File: config.mk
export PLATFORM = sky130hd
export DESIGN_NAME = rational_add_reduce_flat
export DESIGN_NICKNAME = d
export VERILOG_FILES = /design/src/hdl/rar_pkg.sv /design/src/hdl/rar_if.sv /design/src/hdl/rar_div.sv /design/src/hdl/rar_dpath.sv /design/src/hdl/rar_ctrl.sv /design/src/hdl/rational_add_reduce.sv /design/src/flat_wrapper.sv
export SDC_FILE = /design/constraint.sdc
export NUM_CORES = 2
export LEC_CHECK = 0
export BUFFER_PORTS_ARGS = -buffer_cell sky130_fd_sc_hd__buf_4
export CAP_MARGIN = 10
export CORE_MARGIN = 2
export CORE_UTILIZATION = 54
export DETAILED_ROUTE_END_ITERATION = 10
export GPL_TIMING_DRIVEN = 0
export PLACE_DENSITY_LB_ADDON = 0.2
export SLEW_MARGIN = 40
export SYNTH_ARGS = -nofsm -noshare
export SYNTH_HDL_FRONTEND = slang
export SYNTH_SLANG_ARGS = --single-unit
File: constraint.sdc
create_clock -name i_clk -period 10.8 [get_ports i_clk]
set_input_delay 1.08 -clock i_clk [delete_from_list [all_inputs] [get_ports i_clk]]
set_output_delay 1.08 -clock i_clk [all_outputs]
set_load 0.02 [all_outputs]
File: src/hdl/rar_pkg.sv
// Package for the fraction add/reduce block: widths, codes, states and control structs.
package rar_pkg;

    // Field widths
    localparam int NUM_W     = 16;
    localparam int DEN_W     = 15;
    localparam int RES_NUM_W = 32;
    localparam int RES_DEN_W = 31;

    // Internal widths
    localparam int PROD_W    = 2 * DEN_W;
    localparam int DIV_W     = 32;
    localparam int DIV_CNT_W = $clog2(DIV_W + 1);
    localparam int K_W       = $clog2(PROD_W + 1);

    // Operation codes carried by the mode field
    localparam logic MODE_ADD = 1'b0;
    localparam logic MODE_INC = 1'b1;

    // Controller states
    typedef enum logic [3:0] {
        ST_IDLE,
        ST_MUL,
        ST_SUM,
        ST_GCD,
        ST_GSET,
        ST_DIVN_GO,
        ST_DIVN,
        ST_DIVD_GO,
        ST_DIVD,
        ST_WRITE
    } t_state;

    // Commands from controller to datapath
    typedef struct packed {
        logic capture;
        logic mul;
        logic sum;
        logic gcd_step;
        logic g_load;
        logic div_start;
        logic div_sel_den;
        logic qn_load;
        logic qd_load;
        logic out_load;
    } t_cmd;

    // Status from datapath to controller
    typedef struct packed {
        logic mode;
        logic zero;
        logic gcd_done;
        logic div_busy;
        logic out_free;
    } t_stat;

endpackage

File: src/hdl/rar_if.sv
// Valid/ready channel interfaces for the input and result beats.
interface rar_in_if
    import rar_pkg::*;
    ();
    logic                    valid;
    logic                    ready;
    logic                    mode;
    logic signed [NUM_W-1:0] a_numerator;
    logic [DEN_W-1:0]        a_denominator;
    logic signed [NUM_W-1:0] b_numerator;
    logic [DEN_W-1:0]        b_denominator;

    modport source (
        output valid, mode, a_numerator, a_denominator, b_numerator, b_denominator,
        input  ready
    );
    modport sink (
        input  valid, mode, a_numerator, a_denominator, b_numerator, b_denominator,
        output ready
    );
endinterface

interface rar_out_if
    import rar_pkg::*;
    ();
    logic                        valid;
    logic                        ready;
    logic signed [RES_NUM_W-1:0] result_numerator;
    logic [RES_DEN_W-1:0]        result_denominator;

    modport source (
        output valid, result_numerator, result_denominator,
        input  ready
    );
    modport sink (
        input  valid, result_numerator, result_denominator,
        output ready
    );
endinterface

File: src/hdl/rar_div.sv
// Restoring divider, one quotient bit per cycle.
module rar_div
    import rar_pkg::*;
(
    input  logic             i_clk,
    input  logic             i_rst_n,
    input  logic             i_start,
    input  logic [DIV_W-1:0] i_dividend,
    input  logic [DIV_W-1:0] i_divisor,
    output logic             o_busy,
    output logic [DIV_W-1:0] o_quotient
);

    logic                 r_busy;
    logic [DIV_CNT_W-1:0] r_cnt;
    logic [DIV_W:0]       r_rem;
    logic [DIV_W-1:0]     r_quo;
    logic [DIV_W-1:0]     r_dvs;

    logic [DIV_W:0]       w_rem_sh;
    logic                 w_fit;

    // Shift in next dividend bit and try the subtract
    assign w_rem_sh = {r_rem[DIV_W-1:0], r_quo[DIV_W-1]};
    assign w_fit    = (w_rem_sh >= {1'b0, r_dvs});

    // Control: busy flag and bit counter
    always_ff @(posedge i_clk) begin
        if (!i_rst_n) begin
            r_busy <= 1'b0;
            r_cnt  <= '0;
        end else if (i_start) begin
            r_busy <= 1'b1;
            r_cnt  <= DIV_CNT_W'(DIV_W);
        end else if (r_busy) begin
            r_cnt <= r_cnt - 1'b1;
            if (r_cnt == DIV_CNT_W'(1)) begin
                r_busy <= 1'b0;
            end
        end
    end

    // Remainder and quotient shift registers
    always_ff @(posedge i_clk) begin
        if (i_start) begin
            r_rem <= '0;
            r_quo <= i_dividend;
            r_dvs <= i_divisor;
        end else if (r_busy) begin
            r_rem <= w_fit ? (w_rem_sh - {1'b0, r_dvs}) : w_rem_sh;
            r_quo <= {r_quo[DIV_W-2:0], w_fit};
        end
    end

    assign o_busy     = r_busy;
    assign o_quotient = r_quo;

endmodule

File: src/hdl/rar_dpath.sv
// Datapath: operand capture, cross products, binary gcd, division and result register.
module rar_dpath
    import rar_pkg::*;
(
    input  logic                        i_clk,
    input  logic                        i_rst_n,
    input  logic                        i_mode,
    input  logic signed [NUM_W-1:0]     i_a_num,
    input  logic [DEN_W-1:0]            i_a_den,
    input  logic signed [NUM_W-1:0]     i_b_num,
    input  logic [DEN_W-1:0]            i_b_den,
    input  t_cmd                        i_cmd,
    output t_stat                       o_stat,
    input  logic                        i_out_ready,
    output logic                        o_out_valid,
    output logic signed [RES_NUM_W-1:0] o_res_num,
    output logic [RES_DEN_W-1:0]        o_res_den
);

    // Captured operands
    logic                        r_mode;
    logic signed [NUM_W-1:0]     r_an;
    logic [DEN_W-1:0]            r_ad;
    logic signed [NUM_W-1:0]     r_bn;
    logic [DEN_W-1:0]            r_bd;

    // Products and sum
    logic signed [RES_NUM_W-1:0] r_p1;
    logic signed [RES_NUM_W-1:0] r_p2;
    logic [PROD_W-1:0]           r_den;
    logic signed [RES_NUM_W-1:0] w_sum;
    logic                        r_neg;
    logic [DIV_W-1:0]            r_mag;

    // Gcd state
    logic [DIV_W-1:0]            r_u;
    logic [DIV_W-1:0]            r_v;
    logic [K_W-1:0]              r_k;
    logic [DIV_W-1:0]            r_g;
    logic [DIV_W-1:0]            n_u;
    logic [DIV_W-1:0]            n_v;
    logic [K_W-1:0]              n_k;
    logic [DIV_W-1:0]            w_g;

    // Division and results
    logic [DIV_W-1:0]            w_dividend;
    logic                        w_div_busy;
    logic [DIV_W-1:0]            w_quo;
    logic signed [RES_NUM_W-1:0] r_rn;
    logic [RES_DEN_W-1:0]        r_rd;
    logic                        r_ov;
    logic signed [RES_NUM_W-1:0] r_res_num;
    logic [RES_DEN_W-1:0]        r_res_den;

    // Operand capture on an input beat
    always_ff @(posedge i_clk) begin
        if (i_cmd.capture) begin
            r_mode <= i_mode;
            r_an   <= i_a_num;
            r_ad   <= i_a_den;
            r_bn   <= i_b_num;
            r_bd   <= i_b_den;
        end
    end

    // Cross products and denominator product
    always_ff @(posedge i_clk) begin
        if (i_cmd.mul) begin
            r_p1  <= RES_NUM_W'(r_an) * RES_NUM_W'($signed({1'b0, r_bd}));
            r_p2  <= RES_NUM_W'(r_bn) * RES_NUM_W'($signed({1'b0, r_ad}));
            r_den <= PROD_W'(r_ad) * PROD_W'(r_bd);
        end
    end

    assign w_sum = r_p1 + r_p2;

    // One binary gcd step: strip twos, or subtract the smaller odd value
    always_comb begin
        n_u = r_u;
        n_v = r_v;
        n_k = r_k;
        if (!r_u[0] && !r_v[0]) begin
            n_u = r_u >> 1;
            n_v = r_v >> 1;
            n_k = r_k + 1'b1;
        end else if (!r_u[0]) begin
            n_u = r_u >> 1;
        end else if (!r_v[0]) begin
            n_v = r_v >> 1;
        end else if (r_u >= r_v) begin
            n_u = (r_u - r_v) >> 1;
        end else begin
            n_v = (r_v - r_u) >> 1;
        end
    end

    assign w_g = (r_u | r_v) << r_k;

    // Sum, gcd and result registers
    always_ff @(posedge i_clk) begin
        if (i_cmd.sum) begin
            r_neg <= w_sum[RES_NUM_W-1];
            r_mag <= w_sum[RES_NUM_W-1] ? DIV_W'(-w_sum) : DIV_W'(w_sum);
            r_u   <= w_sum[RES_NUM_W-1] ? DIV_W'(-w_sum) : DIV_W'(w_sum);
            r_v   <= DIV_W'(r_den);
            r_k   <= '0;
            if (r_mode == MODE_INC) begin
                r_rn <= RES_NUM_W'(r_an) + $signed({{(RES_NUM_W-DEN_W){1'b0}}, r_ad});
                r_rd <= RES_DEN_W'(r_ad);
            end else begin
                // zero sum reads as 0/1
                r_rn <= '0;
                r_rd <= RES_DEN_W'(1);
            end
        end
        if (i_cmd.gcd_step) begin
            r_u <= n_u;
            r_v <= n_v;
            r_k <= n_k;
        end
        if (i_cmd.g_load) begin
            r_g <= w_g;
        end
        if (i_cmd.qn_load) begin
            r_rn <= r_neg ? -$signed(w_quo) : $signed(w_quo);
        end
        if (i_cmd.qd_load) begin
            r_rd <= w_quo[RES_DEN_W-1:0];
        end
    end

    // Shared divider: numerator magnitude first, then denominator
    assign w_dividend = i_cmd.div_sel_den ? DIV_W'(r_den) : r_mag;

    rar_div u_div (
        .i_clk      (i_clk),
        .i_rst_n    (i_rst_n),
        .i_start    (i_cmd.div_start),
        .i_dividend (w_dividend),
        .i_divisor  (r_g),
        .o_busy     (w_div_busy),
        .o_quotient (w_quo)
    );

    // Output register
    always_ff @(posedge i_clk) begin
        if (!i_rst_n) begin
            r_ov <= 1'b0;
        end else if (i_cmd.out_load) begin
            r_ov <= 1'b1;
        end else if (i_out_ready) begin
            r_ov <= 1'b0;
        end
    end

    always_ff @(posedge i_clk) begin
        if (i_cmd.out_load) begin
            r_res_num <= r_rn;
            r_res_den <= r_rd;
        end
    end

    assign o_stat.mode     = r_mode;
    assign o_stat.zero     = (w_sum == '0);
    assign o_stat.gcd_done = (r_u == '0) || (r_v == '0);
    assign o_stat.div_busy = w_div_busy;
    assign o_stat.out_free = !r_ov || i_out_ready;

    assign o_out_valid = r_ov;
    assign o_res_num   = r_res_num;
    assign o_res_den   = r_res_den;

endmodule

File: src/hdl/rar_ctrl.sv
// Controller state machine that sequences one item through the datapath.
module rar_ctrl
    import rar_pkg::*;
(
    input  logic   i_clk,
    input  logic   i_rst_n,
    input  logic   i_in_valid,
    output logic   o_in_ready,
    input  t_stat  i_stat,
    output t_cmd   o_cmd,
    output t_state o_state
);

    t_state r_state;
    t_state n_state;

    // State register
    always_ff @(posedge i_clk) begin
        if (!i_rst_n) begin
            r_state <= ST_IDLE;
        end else begin
            r_state <= n_state;
        end
    end

    // Next state and commands
    always_comb begin
        n_state    = r_state;
        o_cmd      = '0;
        o_in_ready = 1'b0;
        case (r_state)
            ST_IDLE: begin
                o_in_ready = 1'b1;
                if (i_in_valid) begin
                    o_cmd.capture = 1'b1;
                    n_state       = ST_MUL;
                end
            end
            ST_MUL: begin
                o_cmd.mul = 1'b1;
                n_state   = ST_SUM;
            end
            ST_SUM: begin
                o_cmd.sum = 1'b1;
                if (i_stat.mode == MODE_INC || i_stat.zero) begin
                    n_state = ST_WRITE;
                end else begin
                    n_state = ST_GCD;
                end
            end
            ST_GCD: begin
                if (i_stat.gcd_done) begin
                    n_state = ST_GSET;
                end else begin
                    o_cmd.gcd_step = 1'b1;
                end
            end
            ST_GSET: begin
                o_cmd.g_load = 1'b1;
                n_state      = ST_DIVN_GO;
            end
            ST_DIVN_GO: begin
                o_cmd.div_start = 1'b1;
                n_state         = ST_DIVN;
            end
            ST_DIVN: begin
                if (!i_stat.div_busy) begin
                    o_cmd.qn_load = 1'b1;
                    n_state       = ST_DIVD_GO;
                end
            end
            ST_DIVD_GO: begin
                o_cmd.div_start   = 1'b1;
                o_cmd.div_sel_den = 1'b1;
                n_state           = ST_DIVD;
            end
            ST_DIVD: begin
                o_cmd.div_sel_den = 1'b1;
                if (!i_stat.div_busy) begin
                    o_cmd.qd_load = 1'b1;
                    n_state       = ST_WRITE;
                end
            end
            ST_WRITE: begin
                if (i_stat.out_free) begin
                    o_cmd.out_load = 1'b1;
                    n_state        = ST_IDLE;
                end
            end
            default: begin
                n_state = ST_IDLE;
            end
        endcase
    end

    assign o_state = r_state;

endmodule

File: src/hdl/rational_add_reduce.sv
// Top level of the fraction add/reduce block: controller, datapath and checks.
//
// One item is in work at a time. Mode 1 (add one) and a zero sum go through capture, cross
// products and sum, then the write state loads the result register.
// Mode 0 with a nonzero sum goes through capture, cross products and sum, then one binary
// gcd step per cycle until u or v is zero (the gcd runs on a 32-bit magnitude against a
// 30-bit denominator), then a state to form the gcd, then two passes through the shared
// bit-serial divider (a start state, the shift steps and a state to take the quotient),
// and a write state; the gcd loop and the divider set how long an item takes. The write
// state waits until the output register is free. The result sits in an output register,
// so the next input beat is taken while a finished result still waits for ready.
module rational_add_reduce
    import rar_pkg::*;
(
    input  logic i_clk,
    input  logic i_rst_n,
    rar_in_if.sink    i_in,
    rar_out_if.source o_res
);

    t_cmd   w_cmd;
    t_stat  w_stat;
    t_state w_state;

    rar_ctrl u_ctrl (
        .i_clk      (i_clk),
        .i_rst_n    (i_rst_n),
        .i_in_valid (i_in.valid),
        .o_in_ready (i_in.ready),
        .i_stat     (w_stat),
        .o_cmd      (w_cmd),
        .o_state    (w_state)
    );

    rar_dpath u_dpath (
        .i_clk       (i_clk),
        .i_rst_n     (i_rst_n),
        .i_mode      (i_in.mode),
        .i_a_num     (i_in.a_numerator),
        .i_a_den     (i_in.a_denominator),
        .i_b_num     (i_in.b_numerator),
        .i_b_den     (i_in.b_denominator),
        .i_cmd       (w_cmd),
        .o_stat      (w_stat),
        .i_out_ready (o_res.ready),
        .o_out_valid (o_res.valid),
        .o_res_num   (o_res.result_numerator),
        .o_res_den   (o_res.result_denominator)
    );

`ifndef SYNTHESIS
    // Divider is never restarted while a division runs
    a_div_no_restart: assert property (@(posedge i_clk) disable iff (!i_rst_n)
        w_cmd.div_start |-> !w_stat.div_busy)
        else $error("divider restarted while busy");

    // No input beat is taken while a division is in flight
    a_no_accept_busy: assert property (@(posedge i_clk) disable iff (!i_rst_n)
        w_stat.div_busy |-> !i_in.ready)
        else $error("input ready during division");

    // A loaded result is presented on the next cycle
    a_out_loaded: assert property (@(posedge i_clk) disable iff (!i_rst_n)
        w_cmd.out_load |=> o_res.valid)
        else $error("result load not presented");

    // Gcd only steps in its own state
    a_gcd_state: assert property (@(posedge i_clk) disable iff (!i_rst_n)
        w_cmd.gcd_step |-> (w_state == ST_GCD) && !w_stat.gcd_done)
        else $error("gcd step outside gcd phase");
`endif

endmodule
File: src/flat_wrapper.sv
// flat-port wrapper written by rule: the top's interface ports become plain ports
module rational_add_reduce_flat import rar_pkg::*;
  (i_clk, i_rst_n, i_in_valid, i_in_mode, i_in_a_numerator, i_in_a_denominator, i_in_b_numerator, i_in_b_denominator, i_in_ready, o_res_valid, o_res_result_numerator, o_res_result_denominator, o_res_ready);
  rar_in_if i_in_i ();
  rar_out_if o_res_i ();
  input  logic i_clk;
  input  logic i_rst_n;
  input wire logic [$bits(i_in_i.valid)-1:0] i_in_valid;
  input wire logic [$bits(i_in_i.mode)-1:0] i_in_mode;
  input wire logic [$bits(i_in_i.a_numerator)-1:0] i_in_a_numerator;
  input wire logic [$bits(i_in_i.a_denominator)-1:0] i_in_a_denominator;
  input wire logic [$bits(i_in_i.b_numerator)-1:0] i_in_b_numerator;
  input wire logic [$bits(i_in_i.b_denominator)-1:0] i_in_b_denominator;
  output wire logic [$bits(i_in_i.ready)-1:0] i_in_ready;
  output wire logic [$bits(o_res_i.valid)-1:0] o_res_valid;
  output wire logic [$bits(o_res_i.result_numerator)-1:0] o_res_result_numerator;
  output wire logic [$bits(o_res_i.result_denominator)-1:0] o_res_result_denominator;
  input wire logic [$bits(o_res_i.ready)-1:0] o_res_ready;
  assign i_in_i.valid = i_in_valid;
  assign i_in_i.mode = i_in_mode;
  assign i_in_i.a_numerator = i_in_a_numerator;
  assign i_in_i.a_denominator = i_in_a_denominator;
  assign i_in_i.b_numerator = i_in_b_numerator;
  assign i_in_i.b_denominator = i_in_b_denominator;
  assign i_in_ready = i_in_i.ready;
  assign o_res_valid = o_res_i.valid;
  assign o_res_result_numerator = o_res_i.result_numerator;
  assign o_res_result_denominator = o_res_i.result_denominator;
  assign o_res_i.ready = o_res_ready;
  rational_add_reduce u_core (.i_clk(i_clk), .i_rst_n(i_rst_n), .i_in(i_in_i), .o_res(o_res_i));
endmodule
==> metrics.md <==
| Metric | Value |
|---|---|
| Critical path required time | 11140 ps |
| DRC viols | 0 |
| Top_reg_cell synth | edfxtp_1 |
| Final setup fails | 0 |
| GRT Total Usage | 32.73% |
| Reg2Reg Launch Point | u_core.u_dpath.r_ad[1] |
| Full die area | 106900 µm² |
| Filler Cell Count | 8959 |
| Congestion Overflow GR | 0 |
| Seq/Total Area, Yosys | 27.15% |
| Die width | 327.0 µm |
| CP bufs+invs | 5 |
| DRT iter0 DRCs | 4003 |
| Final worst slack | 3087 ps |
| Worst rel slew slack | 33.82% |
| Vias per cell | 5.842 |
| Yosys warning total | 0 |
| Finished Core Util | 59.25% |
| Setup Buffers After CTS | 0 |
| Cell Rows | 118 |
| Cell mode on critical path | fa_1 |
| RSZ-0062 raised after global routing | false |
| Layout cells sized above 1 | 5.718% |
| Worst Setup EP | u_core.u_dpath.r_p2[28] |
| CTS Sinks | 524 |
| R2R Setup Slk | 3090 ps |
| Max clock buf depth | 3 |
| CTS tree | done |
| Mapped Area | 56330 µm² |
| Synth top area cells | edfxtp_1 (26%), fa_1 (24%), ha_1 (9.7%), inv_1 (6.6%), and2_1 (4.4%) |
| Top-count cell post-synth | inv_1 |
| Status | completed |
| Mapped Cells | 5792 |
| Final WL | 173600 µm |
| First-pass GRT wire length | 263400 µm |
| Worst path depth | 22 |
| Worst reg-to-reg path cell count | 22 |
| Synth async-reset ratio | 0% |
| Synth top area share | 25.59% |
| Via count | 43430 |
| Slew @ Worst Pin | 992.7 ps |
| Hpwl dp | 142300 µm |
| Antenna violations before repair | 3 |
| Crit Path Category | flip-flop to flip-flop |
| Worst hold-check path type | flip-flop to flip-flop |
| Achievable Freq | 129.7 MHz |
| Post-cts sizing count | 0 |
| Post-synth EDFFs | 480 |
| CTS Root Cell | clkbuf_16 |
| Final Max Tran Viols | 0 |
| # IOs | 132 |
| CP delay by family, top | adder cells |
| Worst stage delay on the critical path | 690 ps |
| R2R Path End | u_core.u_dpath.r_p2[28] |
| Critical path arrival | 8060 ps |
| Critical Path Source | u_core.u_dpath.r_ad[1] |
| Clock Skew | 68.63 ps |
| Avg WL per Cell | 23.36 µm |
| Synthesized net count | 6958 |
| Max_cap viols | 0 |
| Register bit total from synthesis | 524 |
| I/O Buffers | 131 |
| Cell accounting for the most synthesized area | edfxtp_1 |
| Final Hold Violating Endpoints | 0 |
| Top post-synthesis cells by count | inv_1 (986), fa_1 (664), nand2_1 (573) |
| Reg clk slew, reported paths | 70 ps |
| Starting Density | 54.43% |
| Final worst-path cycle share | 71.42% |
| Worst skew pair latency | 700 ps |
| Slowest CP cell | edfxtp_1 |
| Via count of the first global-routing pass | 43530 |
| DP Worst Slack | 3100 ps |
| Total negative setup slack | 0 ps |
| Layout Cells excl Fill | 7434 |
| Post-DRT Antenna Nets | 0 |
| Largest net degree at the start of global routing | 41 |
| Tmin final | 7713 ps |
| P&R area growth vs syn | 8.855% |
| Placed insts | 7327 |
| Num CTS Buffers | 55 |
| Count of cell types in the netlist | 81 |
| First-pass detailed-route iteration total | 6 |
| Height of the die | 327.0 µm |
| Critical Path Sink Type | flip-flop |
| H-tree depth | 2 |
| Core area | 103500 µm² |
| CP max FO | 10 |
| Critical-path cell list | clkbuf_1, nand2_1, fa_1, fa_1, fa_1, fa_1, inv_1, fa_1, inv_1, fa_1, inv_1, ha_1, nand3_1, inv_1, nand3_1, o21ai_0, a21oi_1, o211ai_1, nand2_1, o211a_1, o21bai_1, xor2_1 |
| Mean post-synth cell area | 9.726 µm² |
| Nets | 7171 |
| Hold buffer count at CTS | 0 |
| Worst setup SP type | flip-flop |
| Routability cong. | 1.019 |
==> routing by layer <==
| metal | wire length, µm | share of wire [%] | track usage (%) | up-vias |
|---|---|---|---|---|
| met5 | 0 | 0 | 0 | - |
| li1 | - | - | - | 19510 |
| met4 | 12270 | 7.1 | 19.79 | 0 |
| met3 | 13300 | 7.7 | 4.414 | 425 |
| met2 | 80010 | 46 | 52.25 | 1860 |
| met1 | 68060 | 39 | 42.71 | 21630 |
==> worst register-to-register path, delay by kind of cell (launching register included) <==
kind	cells	cell delay, ps
buffers and inverters	5	740
AOI/OAI and AO/OA	5	1390
xor gates and xnor gates	1	550
DFF	1	690
and+or+nand+nor	4	550
adders and majority gates	7	3450
==> stage by stage <==
stage | hold WS, ps | instance area [µm²]
after floorplan | 400.3 | 56330
after global placement | 401.2 | 59040
after detailed placement | 404.5 | 59380
after CTS | 382.9 | 61260
after global routing | 391.2 | 61320
final | 399.4 | 61320
==> placed cells by master (no fill, tap or decap), types with 65 or more instances in the layout <==
master    synthesis  final
a21o_1           65     65
a21oi_1         289    289
and2_1          393    392
buf_4             1    142
clkbuf_1        241    246
edfxtp_1        480    480
fa_1            664    663
ha_1            435    435
inv_1           986    985
nand2_1         573    572
nor2_1          238    238
nor3_1           76     74
o21ai_0         244    244
xnor2_1         170    169
xor2_1           94     93
==> registers in the layout (all words and copies together) (netlist names), 32 cells and up <==
register / cells
u_core.u_dpath.o_res_num: 32
u_core.u_dpath.r_g: 32
u_core.u_dpath.r_u: 32
u_core.u_dpath.r_mag: 32
u_core.u_dpath.r_p2: 32
u_core.u_dpath.r_p1: 32
u_core.u_dpath.u_div.o_quotient: 32
u_core.u_dpath.u_div.r_dvs: 32
u_core.u_dpath.u_div.r_rem: 32
u_core.u_dpath.r_rn: 32
==> layout make-up <==
cell class	instances	area (µm²)	share of cell area, %
Timing Repair Buffer	156	1267	2.067
Inverter	992	3725	6.074
Sequential cell	524	15290	24.94
Buffer	259	996.0	1.624
Antenna cell	3	7.507	0.01224
Clock buffer	68	1466	2.391
Multi-Input combinational cell	4017	36430	59.40
Clock inverter	35	412.9	0.6733
Tap cell	1380	1727	2.816
==> logic make-up after synthesis <==
family                   Yosys count  synth area share [%]
AND/OR/NAND/NOR                 1568                 13.68
buffers and inverters           1251                 8.367
adder cells (fa/ha/maj)         1099                 33.26
AO/OA/AOI/OAI                    991                 11.22
flip-flops                       524                 27.15
XOR/XNOR                         264                 4.104
multiplexers                      95                 2.225
==> how the worst min path moves through the flow <==
| stage | startpoint | endpoint | cells past startpoint |
|---|---|---|---|
| final | u_core.u_dpath.r_g[23] | u_core.u_dpath.u_div.r_dvs[23] | 0 |
| after global placement | u_core.u_dpath.r_g[16] | u_core.u_dpath.u_div.r_dvs[16] | 0 |
| after global routing | u_core.u_dpath.r_g[23] | u_core.u_dpath.u_div.r_dvs[23] | 0 |
| after floorplan | u_core.u_dpath.r_rd[0] | u_core.u_dpath.o_res_den[0] | 0 |
| after detailed placement | u_core.u_dpath.r_rd[0] | u_core.u_dpath.o_res_den[0] | 0 |
| after CTS | u_core.u_dpath.r_g[23] | u_core.u_dpath.u_div.r_dvs[23] | 0 |
Power is not shown: default switching activity piles up to over one toggle a cycle in this logic, so the estimate is an artifact.
